## src/sv/jtq_pkg.sv

```systemverilog
package jtq_pkg;

   // parameter defaults
   localparam int QUEUE_DEPTH_DEF = 16;
   localparam int DONE_DEPTH_DEF  = 16;
   localparam int ID_WIDTH_DEF    = 16;

   // fixed field widths
   localparam int OPCODE_W = 3;
   localparam int JOB_ID_W = 16;
   localparam int STATUS_W = 2;
   localparam int JSTATE_W = 2;
   localparam int RID_W    = 16;
   localparam int PEND_W   = 5;

   // opcodes
   localparam logic [OPCODE_W-1:0] OP_PUSH   = 3'd0;
   localparam logic [OPCODE_W-1:0] OP_REMOVE = 3'd1;
   localparam logic [OPCODE_W-1:0] OP_RAISE  = 3'd2;
   localparam logic [OPCODE_W-1:0] OP_QUERY  = 3'd3;
   localparam logic [OPCODE_W-1:0] OP_START  = 3'd4;
   localparam logic [OPCODE_W-1:0] OP_FINISH = 3'd5;
   localparam logic [OPCODE_W-1:0] OP_CLEAR  = 3'd6;
   localparam logic [OPCODE_W-1:0] OP_NOP    = 3'd7;

   // status codes
   localparam logic [STATUS_W-1:0] ST_OK    = 2'd0;
   localparam logic [STATUS_W-1:0] ST_FALSE = 2'd1;
   localparam logic [STATUS_W-1:0] ST_FULL  = 2'd2;

   // query answers
   localparam logic [JSTATE_W-1:0] JS_INVALID = 2'd0;
   localparam logic [JSTATE_W-1:0] JS_WAITING = 2'd1;
   localparam logic [JSTATE_W-1:0] JS_RUNNING = 2'd2;
   localparam logic [JSTATE_W-1:0] JS_DONE    = 2'd3;

   typedef struct packed {
      logic [OPCODE_W-1:0] opcode;
      logic [JOB_ID_W-1:0] job_id;
   } req_type;

   typedef struct packed {
      logic [STATUS_W-1:0] status;
      logic [JSTATE_W-1:0] job_state;
      logic [RID_W-1:0]    result_id;
      logic [PEND_W-1:0]   pending_count;
   } rsp_type;

endpackage

```

## src/sv/jtq_engine.sv

```systemverilog
module jtq_engine #(
   parameter int QUEUE_DEPTH = jtq_pkg::QUEUE_DEPTH_DEF,
   parameter int DONE_DEPTH  = jtq_pkg::DONE_DEPTH_DEF,
   parameter int ID_WIDTH    = jtq_pkg::ID_WIDTH_DEF
) (
   input  logic             clock,
   input  logic             reset,
   input  logic             req_valid,
   input  jtq_pkg::req_type req_word,
   output logic             req_ready,
   output logic             res_valid,
   input  logic             res_take,
   output jtq_pkg::rsp_type res_word
);
   import jtq_pkg::*;

   localparam int QAW = $clog2(QUEUE_DEPTH);
   localparam int QCW = $clog2(QUEUE_DEPTH + 1);
   localparam int DAW = (DONE_DEPTH > 1) ? $clog2(DONE_DEPTH) : 1;
   localparam int DCW = $clog2(DONE_DEPTH + 1);
   localparam int PW  = (QCW > DCW) ? QCW : DCW;

   typedef enum logic [2:0] {
      S_IDLE, S_EXEC, S_DSCAN, S_WSCAN, S_ROT, S_HEAD, S_RESP
   } state_type;

   state_type               state_ff, state_in;
   logic [OPCODE_W-1:0]     op_ff, op_in;
   logic [ID_WIDTH-1:0]     id_ff, id_in;
   logic [QCW-1:0]          cnt_ff, cnt_in;
   logic                    run_vld_ff, run_vld_in;
   logic [ID_WIDTH-1:0]     run_id_ff, run_id_in;
   logic [DONE_DEPTH-1:0]   dvalid_ff, dvalid_in;
   logic [DAW-1:0]          wp_ff, wp_in;
   logic [ID_WIDTH-1:0]     last_ff, last_in;
   logic [PW-1:0]           ptr_ff, ptr_in;
   logic                    rv_ff, rv_in;
   logic [PW-1:0]           ridx_ff, ridx_in;
   logic                    found_ff, found_in;
   logic [QAW-1:0]          pos_ff, pos_in;
   logic                    more_ff, more_in;
   logic [STATUS_W-1:0]     status_ff, status_in;
   logic [JSTATE_W-1:0]     jstate_ff, jstate_in;
   logic [ID_WIDTH-1:0]     rid_ff, rid_in;

   // waiting list and done store memories
   logic [ID_WIDTH-1:0]     wmem [QUEUE_DEPTH];
   logic [ID_WIDTH-1:0]     dmem [DONE_DEPTH];
   logic [ID_WIDTH-1:0]     w_rdata_ff, d_rdata_ff;
   logic                    w_we, w_re, d_we, d_re;
   logic [QAW-1:0]          w_waddr, w_raddr;
   logic [DAW-1:0]          d_waddr, d_raddr;
   logic [ID_WIDTH-1:0]     w_wdata, d_wdata;

   // shared id comparator
   logic [ID_WIDTH-1:0]     cmp_a;
   logic                    cmp_hit;
   logic [ID_WIDTH-1:0]     nid;
   logic [QCW:0]            pend_sum;

   always_comb begin
      case (state_ff)
         S_EXEC:  cmp_a = run_id_ff;
         S_DSCAN: cmp_a = d_rdata_ff;
         default: cmp_a = w_rdata_ff;
      endcase
   end
   assign cmp_hit = (cmp_a == id_ff);

   always_comb begin
      nid = last_ff + ID_WIDTH'(1);
      if (nid == '0) begin
         nid = ID_WIDTH'(1);
      end
   end

   always_comb begin
      state_in   = state_ff;
      op_in      = op_ff;
      id_in      = id_ff;
      cnt_in     = cnt_ff;
      run_vld_in = run_vld_ff;
      run_id_in  = run_id_ff;
      dvalid_in  = dvalid_ff;
      wp_in      = wp_ff;
      last_in    = last_ff;
      ptr_in     = ptr_ff;
      rv_in      = 1'b0;
      ridx_in    = ptr_ff;
      found_in   = found_ff;
      pos_in     = pos_ff;
      more_in    = more_ff;
      status_in  = status_ff;
      jstate_in  = jstate_ff;
      rid_in     = rid_ff;
      w_we       = 1'b0;
      w_waddr    = '0;
      w_wdata    = '0;
      w_re       = 1'b0;
      w_raddr    = ptr_ff[QAW-1:0];
      d_we       = 1'b0;
      d_waddr    = wp_ff;
      d_wdata    = run_id_ff;
      d_re       = 1'b0;
      d_raddr    = ptr_ff[DAW-1:0];

      case (state_ff)
         S_IDLE: begin
            if (req_valid) begin
               op_in     = req_word.opcode;
               id_in     = ID_WIDTH'(req_word.job_id);
               status_in = ST_FALSE;
               jstate_in = JS_INVALID;
               rid_in    = '0;
               state_in  = S_EXEC;
            end
         end

         S_EXEC: begin
            ptr_in   = '0;
            found_in = 1'b0;
            state_in = S_RESP;
            case (op_ff)
               OP_PUSH: begin
                  if (cnt_ff == QCW'(QUEUE_DEPTH)) begin
                     status_in = ST_FULL;
                  end else begin
                     w_we      = 1'b1;
                     w_waddr   = cnt_ff[QAW-1:0];
                     w_wdata   = nid;
                     cnt_in    = cnt_ff + QCW'(1);
                     last_in   = nid;
                     rid_in    = nid;
                     status_in = ST_OK;
                  end
               end
               OP_REMOVE: begin
                  if (!(run_vld_ff && cmp_hit)) begin
                     state_in = S_DSCAN;
                  end
               end
               OP_QUERY: begin
                  if (run_vld_ff && cmp_hit) begin
                     jstate_in = JS_RUNNING;
                     status_in = ST_OK;
                  end else begin
                     state_in = S_DSCAN;
                  end
               end
               OP_RAISE: begin
                  state_in = S_WSCAN;
               end
               OP_START: begin
                  if (!run_vld_ff && cnt_ff != '0) begin
                     state_in = S_WSCAN;
                  end
               end
               OP_FINISH: begin
                  if (run_vld_ff) begin
                     d_we             = 1'b1;
                     dvalid_in[wp_ff] = 1'b1;
                     wp_in            = (wp_ff == DAW'(DONE_DEPTH - 1)) ? '0
                                                                        : wp_ff + DAW'(1);
                     run_vld_in       = 1'b0;
                     run_id_in        = '0;
                     status_in        = ST_OK;
                  end
               end
               OP_CLEAR: begin
                  cnt_in    = '0;
                  status_in = ST_OK;
               end
               default: begin
               end
            endcase
         end

         // one done entry per cycle, every matching entry
         S_DSCAN: begin
            if (ptr_ff < PW'(DONE_DEPTH)) begin
               d_re    = 1'b1;
               ptr_in  = ptr_ff + PW'(1);
               rv_in   = 1'b1;
               ridx_in = ptr_ff;
            end
            if (rv_ff && dvalid_ff[ridx_ff[DAW-1:0]] && cmp_hit) begin
               found_in = 1'b1;
               if (op_ff == OP_REMOVE) begin
                  dvalid_in[ridx_ff[DAW-1:0]] = 1'b0;
               end
            end
            if (!rv_ff && ptr_ff >= PW'(DONE_DEPTH)) begin
               if (found_ff) begin
                  status_in = ST_OK;
                  if (op_ff == OP_QUERY) begin
                     jstate_in = JS_DONE;
                  end
                  state_in = S_RESP;
               end else begin
                  ptr_in   = '0;
                  state_in = S_WSCAN;
               end
            end
         end

         // one waiting entry per cycle, shifting down behind a removed or started entry
         S_WSCAN: begin
            if (ptr_ff < PW'(cnt_ff)) begin
               w_re    = 1'b1;
               ptr_in  = ptr_ff + PW'(1);
               rv_in   = 1'b1;
               ridx_in = ptr_ff;
            end
            if (rv_ff) begin
               case (op_ff)
                  OP_START: begin
                     if (ridx_ff == '0) begin
                        run_id_in = w_rdata_ff;
                     end else begin
                        w_we    = 1'b1;
                        w_waddr = ridx_ff[QAW-1:0] - QAW'(1);
                        w_wdata = w_rdata_ff;
                     end
                  end
                  OP_REMOVE: begin
                     if (found_ff) begin
                        w_we    = 1'b1;
                        w_waddr = ridx_ff[QAW-1:0] - QAW'(1);
                        w_wdata = w_rdata_ff;
                     end else if (cmp_hit) begin
                        found_in = 1'b1;
                     end
                  end
                  default: begin
                     if (!found_ff && cmp_hit) begin
                        found_in = 1'b1;
                        pos_in   = ridx_ff[QAW-1:0];
                     end
                  end
               endcase
            end
            if (!rv_ff && ptr_ff >= PW'(cnt_ff)) begin
               state_in = S_RESP;
               case (op_ff)
                  OP_START: begin
                     cnt_in     = cnt_ff - QCW'(1);
                     run_vld_in = 1'b1;
                     rid_in     = run_id_ff;
                     status_in  = ST_OK;
                  end
                  OP_REMOVE: begin
                     if (found_ff) begin
                        cnt_in = cnt_ff - QCW'(1);
                     end
                     status_in = ST_OK;
                  end
                  OP_QUERY: begin
                     if (found_ff) begin
                        jstate_in = JS_WAITING;
                     end
                     status_in = ST_OK;
                  end
                  OP_RAISE: begin
                     if (found_ff) begin
                        if (pos_ff == '0) begin
                           status_in = ST_OK;
                        end else begin
                           ptr_in   = PW'(pos_ff) - PW'(1);
                           more_in  = 1'b1;
                           state_in = S_ROT;
                        end
                     end
                  end
                  default: begin
                  end
               endcase
            end
         end

         // move entries ahead of the raised one up by one index, highest index first
         S_ROT: begin
            if (more_ff) begin
               w_re    = 1'b1;
               rv_in   = 1'b1;
               ridx_in = ptr_ff;
               if (ptr_ff == '0) begin
                  more_in = 1'b0;
               end else begin
                  ptr_in = ptr_ff - PW'(1);
               end
            end
            if (rv_ff) begin
               w_we    = 1'b1;
               w_waddr = ridx_ff[QAW-1:0] + QAW'(1);
               w_wdata = w_rdata_ff;
            end
            if (!rv_ff && !more_ff) begin
               state_in = S_HEAD;
            end
         end

         S_HEAD: begin
            w_we      = 1'b1;
            w_waddr   = '0;
            w_wdata   = id_ff;
            status_in = ST_OK;
            state_in  = S_RESP;
         end

         S_RESP: begin
            if (res_take) begin
               state_in = S_IDLE;
            end
         end

         default: begin
            state_in = S_IDLE;
         end
      endcase
   end

   always_ff @(posedge clock) begin
      op_ff     <= op_in;
      id_ff     <= id_in;
      ptr_ff    <= ptr_in;
      ridx_ff   <= ridx_in;
      pos_ff    <= pos_in;
      status_ff <= status_in;
      jstate_ff <= jstate_in;
      rid_ff    <= rid_in;
      if (reset) begin
         state_ff   <= S_IDLE;
         cnt_ff     <= '0;
         run_vld_ff <= 1'b0;
         run_id_ff  <= '0;
         dvalid_ff  <= '0;
         wp_ff      <= '0;
         last_ff    <= '0;
         rv_ff      <= 1'b0;
         found_ff   <= 1'b0;
         more_ff    <= 1'b0;
      end else begin
         state_ff   <= state_in;
         cnt_ff     <= cnt_in;
         run_vld_ff <= run_vld_in;
         run_id_ff  <= run_id_in;
         dvalid_ff  <= dvalid_in;
         wp_ff      <= wp_in;
         last_ff    <= last_in;
         rv_ff      <= rv_in;
         found_ff   <= found_in;
         more_ff    <= more_in;
      end
   end

   always_ff @(posedge clock) begin
      if (w_we) begin
         wmem[w_waddr] <= w_wdata;
      end
      if (w_re) begin
         w_rdata_ff <= wmem[w_raddr];
      end
   end

   always_ff @(posedge clock) begin
      if (d_we) begin
         dmem[d_waddr] <= d_wdata;
      end
      if (d_re) begin
         d_rdata_ff <= dmem[d_raddr];
      end
   end

   assign pend_sum  = {1'b0, cnt_ff} + (QCW + 1)'(run_vld_ff);
   assign req_ready = (state_ff == S_IDLE);
   assign res_valid = (state_ff == S_RESP);

   always_comb begin
      res_word.status        = status_ff;
      res_word.job_state     = jstate_ff;
      res_word.result_id     = RID_W'(rid_ff);
      res_word.pending_count = PEND_W'(pend_sum);
   end

endmodule

```

## src/sv/job_tracking_queue_core.sv

```systemverilog
// channel   dir  handshake                 word
// req_      in   req_valid / req_stall     req_type: opcode, job_id
// rsp_      out  rsp_valid / rsp_stall     rsp_type: status, job_state, result_id,
//                                          pending_count
//
// push, finish, clear and no-op: S_EXEC, then S_RESP, then the output register
// start next: S_EXEC, then a scan of the waiting list; raise adds a rotate pass and a head write
// remove and query: a done-store scan, then a waiting-list scan if not found, each reading
// one entry a cycle from the id memories into the single shared comparator
// synchronous reset clears all control state at once, no clearing pass
// a new word is taken while a result still waits in the output register; a finished
// result is held in the engine until that register frees up
module job_tracking_queue_core #(
   parameter int QUEUE_DEPTH = jtq_pkg::QUEUE_DEPTH_DEF,
   parameter int DONE_DEPTH  = jtq_pkg::DONE_DEPTH_DEF,
   parameter int ID_WIDTH    = jtq_pkg::ID_WIDTH_DEF
) (
   input  logic             clock,
   input  logic             reset,
   input  logic             req_valid,
   output logic             req_stall,
   input  jtq_pkg::req_type req_word,
   output logic             rsp_valid,
   input  logic             rsp_stall,
   output jtq_pkg::rsp_type rsp_word
);
   import jtq_pkg::*;

   logic    eng_ready;
   logic    res_valid;
   logic    res_take;
   rsp_type res_word;

   // output register
   logic    rsp_valid_ff, rsp_valid_in;
   rsp_type rsp_word_ff;

   // sequencer, id memories and the shared comparator
   jtq_engine #(
      .QUEUE_DEPTH (QUEUE_DEPTH),
      .DONE_DEPTH  (DONE_DEPTH),
      .ID_WIDTH    (ID_WIDTH)
   ) u_engine (
      .clock     (clock),
      .reset     (reset),
      .req_valid (req_valid),
      .req_word  (req_word),
      .req_ready (eng_ready),
      .res_valid (res_valid),
      .res_take  (res_take),
      .res_word  (res_word)
   );

   // engine takes a word only when idle
   assign req_stall = !eng_ready;

   // move the result when the output register is empty or being drained
   assign res_take     = res_valid && (!rsp_valid_ff || !rsp_stall);
   assign rsp_valid_in = res_take || (rsp_valid_ff && rsp_stall);

   always_ff @(posedge clock) begin
      if (res_take) begin
         rsp_word_ff <= res_word;
      end
      if (reset) begin
         rsp_valid_ff <= 1'b0;
      end else begin
         rsp_valid_ff <= rsp_valid_in;
      end
   end

   assign rsp_valid = rsp_valid_ff;
   assign rsp_word  = rsp_word_ff;

endmodule

```

## config.mk

```make
export PLATFORM = sky130hd
export DESIGN_NAME = job_tracking_queue_core
export DESIGN_NICKNAME = d
export VERILOG_FILES = /design/src/sv/jtq_pkg.sv /design/src/sv/jtq_engine.sv /design/src/sv/job_tracking_queue_core.sv
export SDC_FILE = /design/constraint.sdc
export NUM_CORES = 1
export LEC_CHECK = 0
export BUFFER_PORTS_ARGS = -buffer_cell sky130_fd_sc_hd__clkbuf_2
export CORE_UTILIZATION = 50
export DETAILED_ROUTE_END_ITERATION = 7
export PLACE_DENSITY = 0.66
export SYNTH_ARGS = -nofsm -noshare
export SYNTH_HDL_FRONTEND = slang
export SYNTH_HIERARCHICAL = 1
export SYNTH_SLANG_ARGS = --single-unit
export TNS_END_PERCENT = 10
```

## constraint.sdc

```tcl
create_clock -name clock -period 4.6 [get_ports clock]
set_clock_uncertainty 0.15 [all_clocks]
set_input_delay 0.46 -clock clock [delete_from_list [all_inputs] [get_ports clock]]
set_output_delay 0.46 -clock clock [all_outputs]
set_load 0.02 [all_outputs]
```

==> results.yml <==
outcome:
  status: "finished clean"
clock_network:
  cts-root-buf: "clkbuf_16"
  worstSkewPairLatency_ns: 0.62
  cts_buffers: 72
  cts.reportedPaths.clkPinSlew_ns: 0.06
  cts_tree: "done"
  clockBufferDepth: 3
  cts_setup_buffers: 0
  cts_sinks: 687
  cts.htree.levels: 3
placed_design:
  dp_hpwl_um: 48800
  gp_congestion: 0.944
  port_buffers: 49
  placedCellCount: 2733
timing:
  rsz0062_at_grt: "false"
  period_minus_slack_ns: 4.28
  fin_setup_tns_ns: 0
  finalSetupViolCount: 0
  hold-worst-slack_ns: 0.269
  tightest_slew_ns: 0.984
  finalMaxSlewViolations: 0
  relSlewSlack: 0.343
  hold_viol_final: 0
  timing.final.crit_share: 0.930
  fmax_ghz: 0.234
finish:
  layout_commonest_cell: "edfxtp_1"
  drive_gt1_frac: 0.166
  instances_no_fill: 2885
  area_growth_pct: 14.3
  antennaDiodeCount: 0
  layout_common_cells: "617 x edfxtp_1, 154 x nand2_1, 134 x mux2i_1, 133 x nor2_1, 94 x a21oi_1"
  nets: 2117
pwr:
  vdd_drop_max_v: 0.000491
  power.leakage_nw: 11.2
  seqPwrFrac: 0.413
  powerDensity_nw_per_um2: 561
  switchingPower_w: 0.00593
  sw_frac_of_total: 0.322
  power.internal_w: 0.0125
  pwr-share-clk: 0.312
  p_comb_frac: 0.275
grt:
  grt_usage: 0.260
  grt_start_max_net_pins: 118
  grt_pass1_vias: 17400
  grt-ovfl-total: 0
  antenna_found_initial: 1
  grt_pass1_wl_um: 112000
logic_synthesis:
  synth.distinct_cells: 75
  ys.flop_type: "edfxtp_1"
  syn_nets: 1999
  seq_area_frac_synth: 0.694
  synth.avg_cell_area_um2: 14.7
  synthCells: 1953
  synth_edf_count: 617
  async_flop_share: 0
  yosys_warnings: 6
  synth_seq_cells: 687
  syn_area_um2: 28700
hold_path:
  hold_depth: 0
  whs_endpoint: "rsp_word[12]$_DFFE_PP_"
  min_path_type: "flip-flop to flip-flop"
  min-delay-start: "u_engine/rid_ff[7]$_DFFE_PP_"
critical_path:
  worst_setup_path_end_kind: "flip-flop"
  slowest_stage: "a222oi_1"
  critical_path.cell_chain: "inv_1 > ha_1 > or4b_1 > a21oi_1 > nor4b_1 > buf_4 > a222oi_1 > o31ai_1 > inv_1 > nand2_1 > nor2_2 > buf_12"
  worstReg2RegStart: "u_engine/ridx_ff[0]$_DFF_P_"
  arrival_ns: 4.46
  critPathMaxFanout: 11
  cpPeakStageDelay_ns: 0.73
  cp_common_cell: "inv_1"
  cp-start-kind: "flip-flop"
  r2r_setup_slack_ns: 0.32
  worstReg2RegEnd: "u_engine/wmem[1][15]$_DFFE_PP_"
  cp.required_ns: 4.78
  r2r_cells: 12
  crit_type: "flip-flop to flip-flop"
floorplanning:
  fp.dieW_um: 242
  start_util: 0.507
  num_io_pins: 50
  core_area_um2: 56600
  num_rows: 87
  die_y_um: 242
  dieArea_um2: 58400
flow_run:
  cap_violations: 0
routing:
  first_pass_iters: 6
  vias: 17600
  drt_wl_total_um: 75000
  drt-initial-drc-count: 1882
  vias_per_cell: 6.09
  wl_per_cell_um: 26.0
  drc: 0
  antenna_left: 0
state kept, by name, summed over array words and instances, names as in the netlist, 3 cells and up:
signal               flops
u_engine/d_rdata_ff     16
u_engine/d_waddr         4
u_engine/ridx_ff         5
u_engine/d_wdata        16
u_engine/state_ff        3
u_engine/dmem          256
u_engine/wmem          256
u_engine/w_rdata_ff     16
u_engine/id_ff          16
u_engine/rid_ff         16
u_engine/op_ff           3
rsp_word                25
u_engine/cnt_ff          5
u_engine/dvalid_ff      16
u_engine/ptr_ff          5
u_engine/pos_ff          4
u_engine/last_ff        16
cell usage after synthesis, types with 5 or more instances:
| cell type | number | share of area |
|---|---|---|
| edfxtp_1 | 617 | 0.65 |
| nand2_1 | 154 | 0.020 |
| nor2_1 | 148 | 0.019 |
| mux2i_1 | 134 | 0.047 |
| a21oi_1 | 94 | 0.016 |
| clkbuf_1 | 90 | 0.012 |
| o21ai_0 | 75 | 0.013 |
| dfxtp_1 | 70 | 0.049 |
| mux4_2 | 68 | 0.053 |
| a22oi_1 | 50 | 0.013 |
| nor3_1 | 42 | 0.0073 |
| inv_1 | 40 | 0.0052 |
| nand3_1 | 38 | 0.0066 |
| a221oi_1 | 33 | 0.010 |
| ha_1 | 23 | 0.010 |
| xnor2_1 | 22 | 0.0067 |
| xor2_1 | 22 | 0.0067 |
| buf_1 | 20 | 0.0026 |
| a221o_1 | 15 | 0.0052 |
| and2_1 | 15 | 0.0033 |
| o22ai_1 | 15 | 0.0033 |
| and3_1 | 13 | 0.0028 |
| nand2b_1 | 13 | 0.0028 |
| nor2b_1 | 13 | 0.0028 |
| nand4_1 | 10 | 0.0022 |
| a311oi_1 | 7 | 0.0021 |
| o211ai_1 | 7 | 0.0018 |
| or3_1 | 7 | 0.0015 |
| a211oi_1 | 6 | 0.0016 |
| a31oi_1 | 5 | 0.0011 |
| nor3b_1 | 5 | 0.0013 |
| o221ai_1 | 5 | 0.0015 |
| or2_2 | 5 | 0.0011 |
worst max path at each step:
stage | to | startpoint | cells after the start | slack, ns
6_report | u_engine/wmem[1][15]$_DFFE_PP_ | u_engine/ridx_ff[0]$_DFF_P_ | 12 | 0.32
5_1_grt | u_engine/wmem[0][11]$_DFFE_PP_ | u_engine/ridx_ff[0]$_DFF_P_ | 12 | 0.23
4_1_cts | u_engine/wmem[1][15]$_DFFE_PP_ | u_engine/ridx_ff[0]$_DFF_P_ | 12 | 0.48
3_5_place_dp | u_engine/wmem[1][15]$_DFFE_PP_ | u_engine/ridx_ff[0]$_DFF_P_ | 12 | 0.51
3_3_place_gp | u_engine/wmem[0][2]$_DFFE_PP_ | u_engine/ridx_ff[0]$_DFF_P_ | 12 | 0.67
2_1_floorplan | u_engine/wmem[4][0]$_DFFE_PP_ | u_engine/ridx_ff[0]$_DFF_P_ | 11 | 0.46
worst max-delay path: cells and delay by family (launching register included):
| family | cells | cell delay (ns) |
|---|---|---|
| AO/OA/AOI/OAI | 3 | 1.30 |
| AND/OR/NAND/NOR | 4 | 1.11 |
| buffers and inverters | 4 | 0.76 |
| flip-flops | 1 | 0.42 |
| adder cells (fa/ha/maj) | 1 | 0.26 |
power by group through the flow:
stage	sequential [W]	combinational (W)	clock (W)
detailed placement	0.00773	0.00500	0
CTS	0.00760	0.00504	0.00584
floorplan	0.00752	0.00356	0
global placement	0.00773	0.00499	0
global route	0.00763	0.00545	0.00606
finish	0.00761	0.00506	0.00575
logic make-up (layout without fill, tap and decap cells):
family | Yosys count | count (layout) | synth area share
AND/OR/NAND/NOR | 485 | 485 | 0.0784
adder cells (fa/ha/maj) | 23 | 23 | 0.0100
flip-flops | 687 | 687 | 0.694
buffers and inverters | 160 | 336 | 0.0222
XOR/XNOR | 44 | 44 | 0.0134
AO/OA/AOI/OAI | 352 | 352 | 0.0820
multiplexers | 202 | 202 | 0.100
final cells by class:
cell class	instances	area [µm²]
Clock buffer	88	1880
Clock inverter	44	452
Fill cell	4404	23800
Inverter	43	161
Multi-Input combinational cell	1106	8230
Sequential cell	687	19900
Tap cell	756	946
Timing Repair Buffer	161	1210
per-stage QoR:
| stage | util | power [W] | setup slack (ns) | cell area, µm² |
|---|---|---|---|---|
| 6_report | 0.580 | 0.0184 | 0.321 | 32800 |
| 5_1_grt | 0.580 | 0.0191 | 0.233 | 32800 |
| 4_1_cts | 0.580 | 0.0185 | 0.485 | 32800 |
| 3_5_place_dp | 0.535 | 0.0127 | 0.508 | 30300 |
| 3_3_place_gp | 0.535 | 0.0127 | 0.669 | 30300 |
| 2_1_floorplan | - | 0.0111 | 0.464 | 28700 |
what timing repair did:
| action | 4_1_cts | 5_1_grt |
|---|---|---|
| resized for setup | 0 | 0 |
| hold buffers | 20 | 0 |
| endpoints found under the hold margin | 20 | 0 |
per-layer routing:
layer	GRT usage	up-vias	share of wire	wire, µm
li1	-	7805	-	-
met1	0.365	8839	0.42	31400
met2	0.416	770	0.47	35600
met3	0.0365	146	0.072	5430
met4	0.0959	0	0.035	2650
met5	0	-	0	0
(Power assumes the default switching activity.)
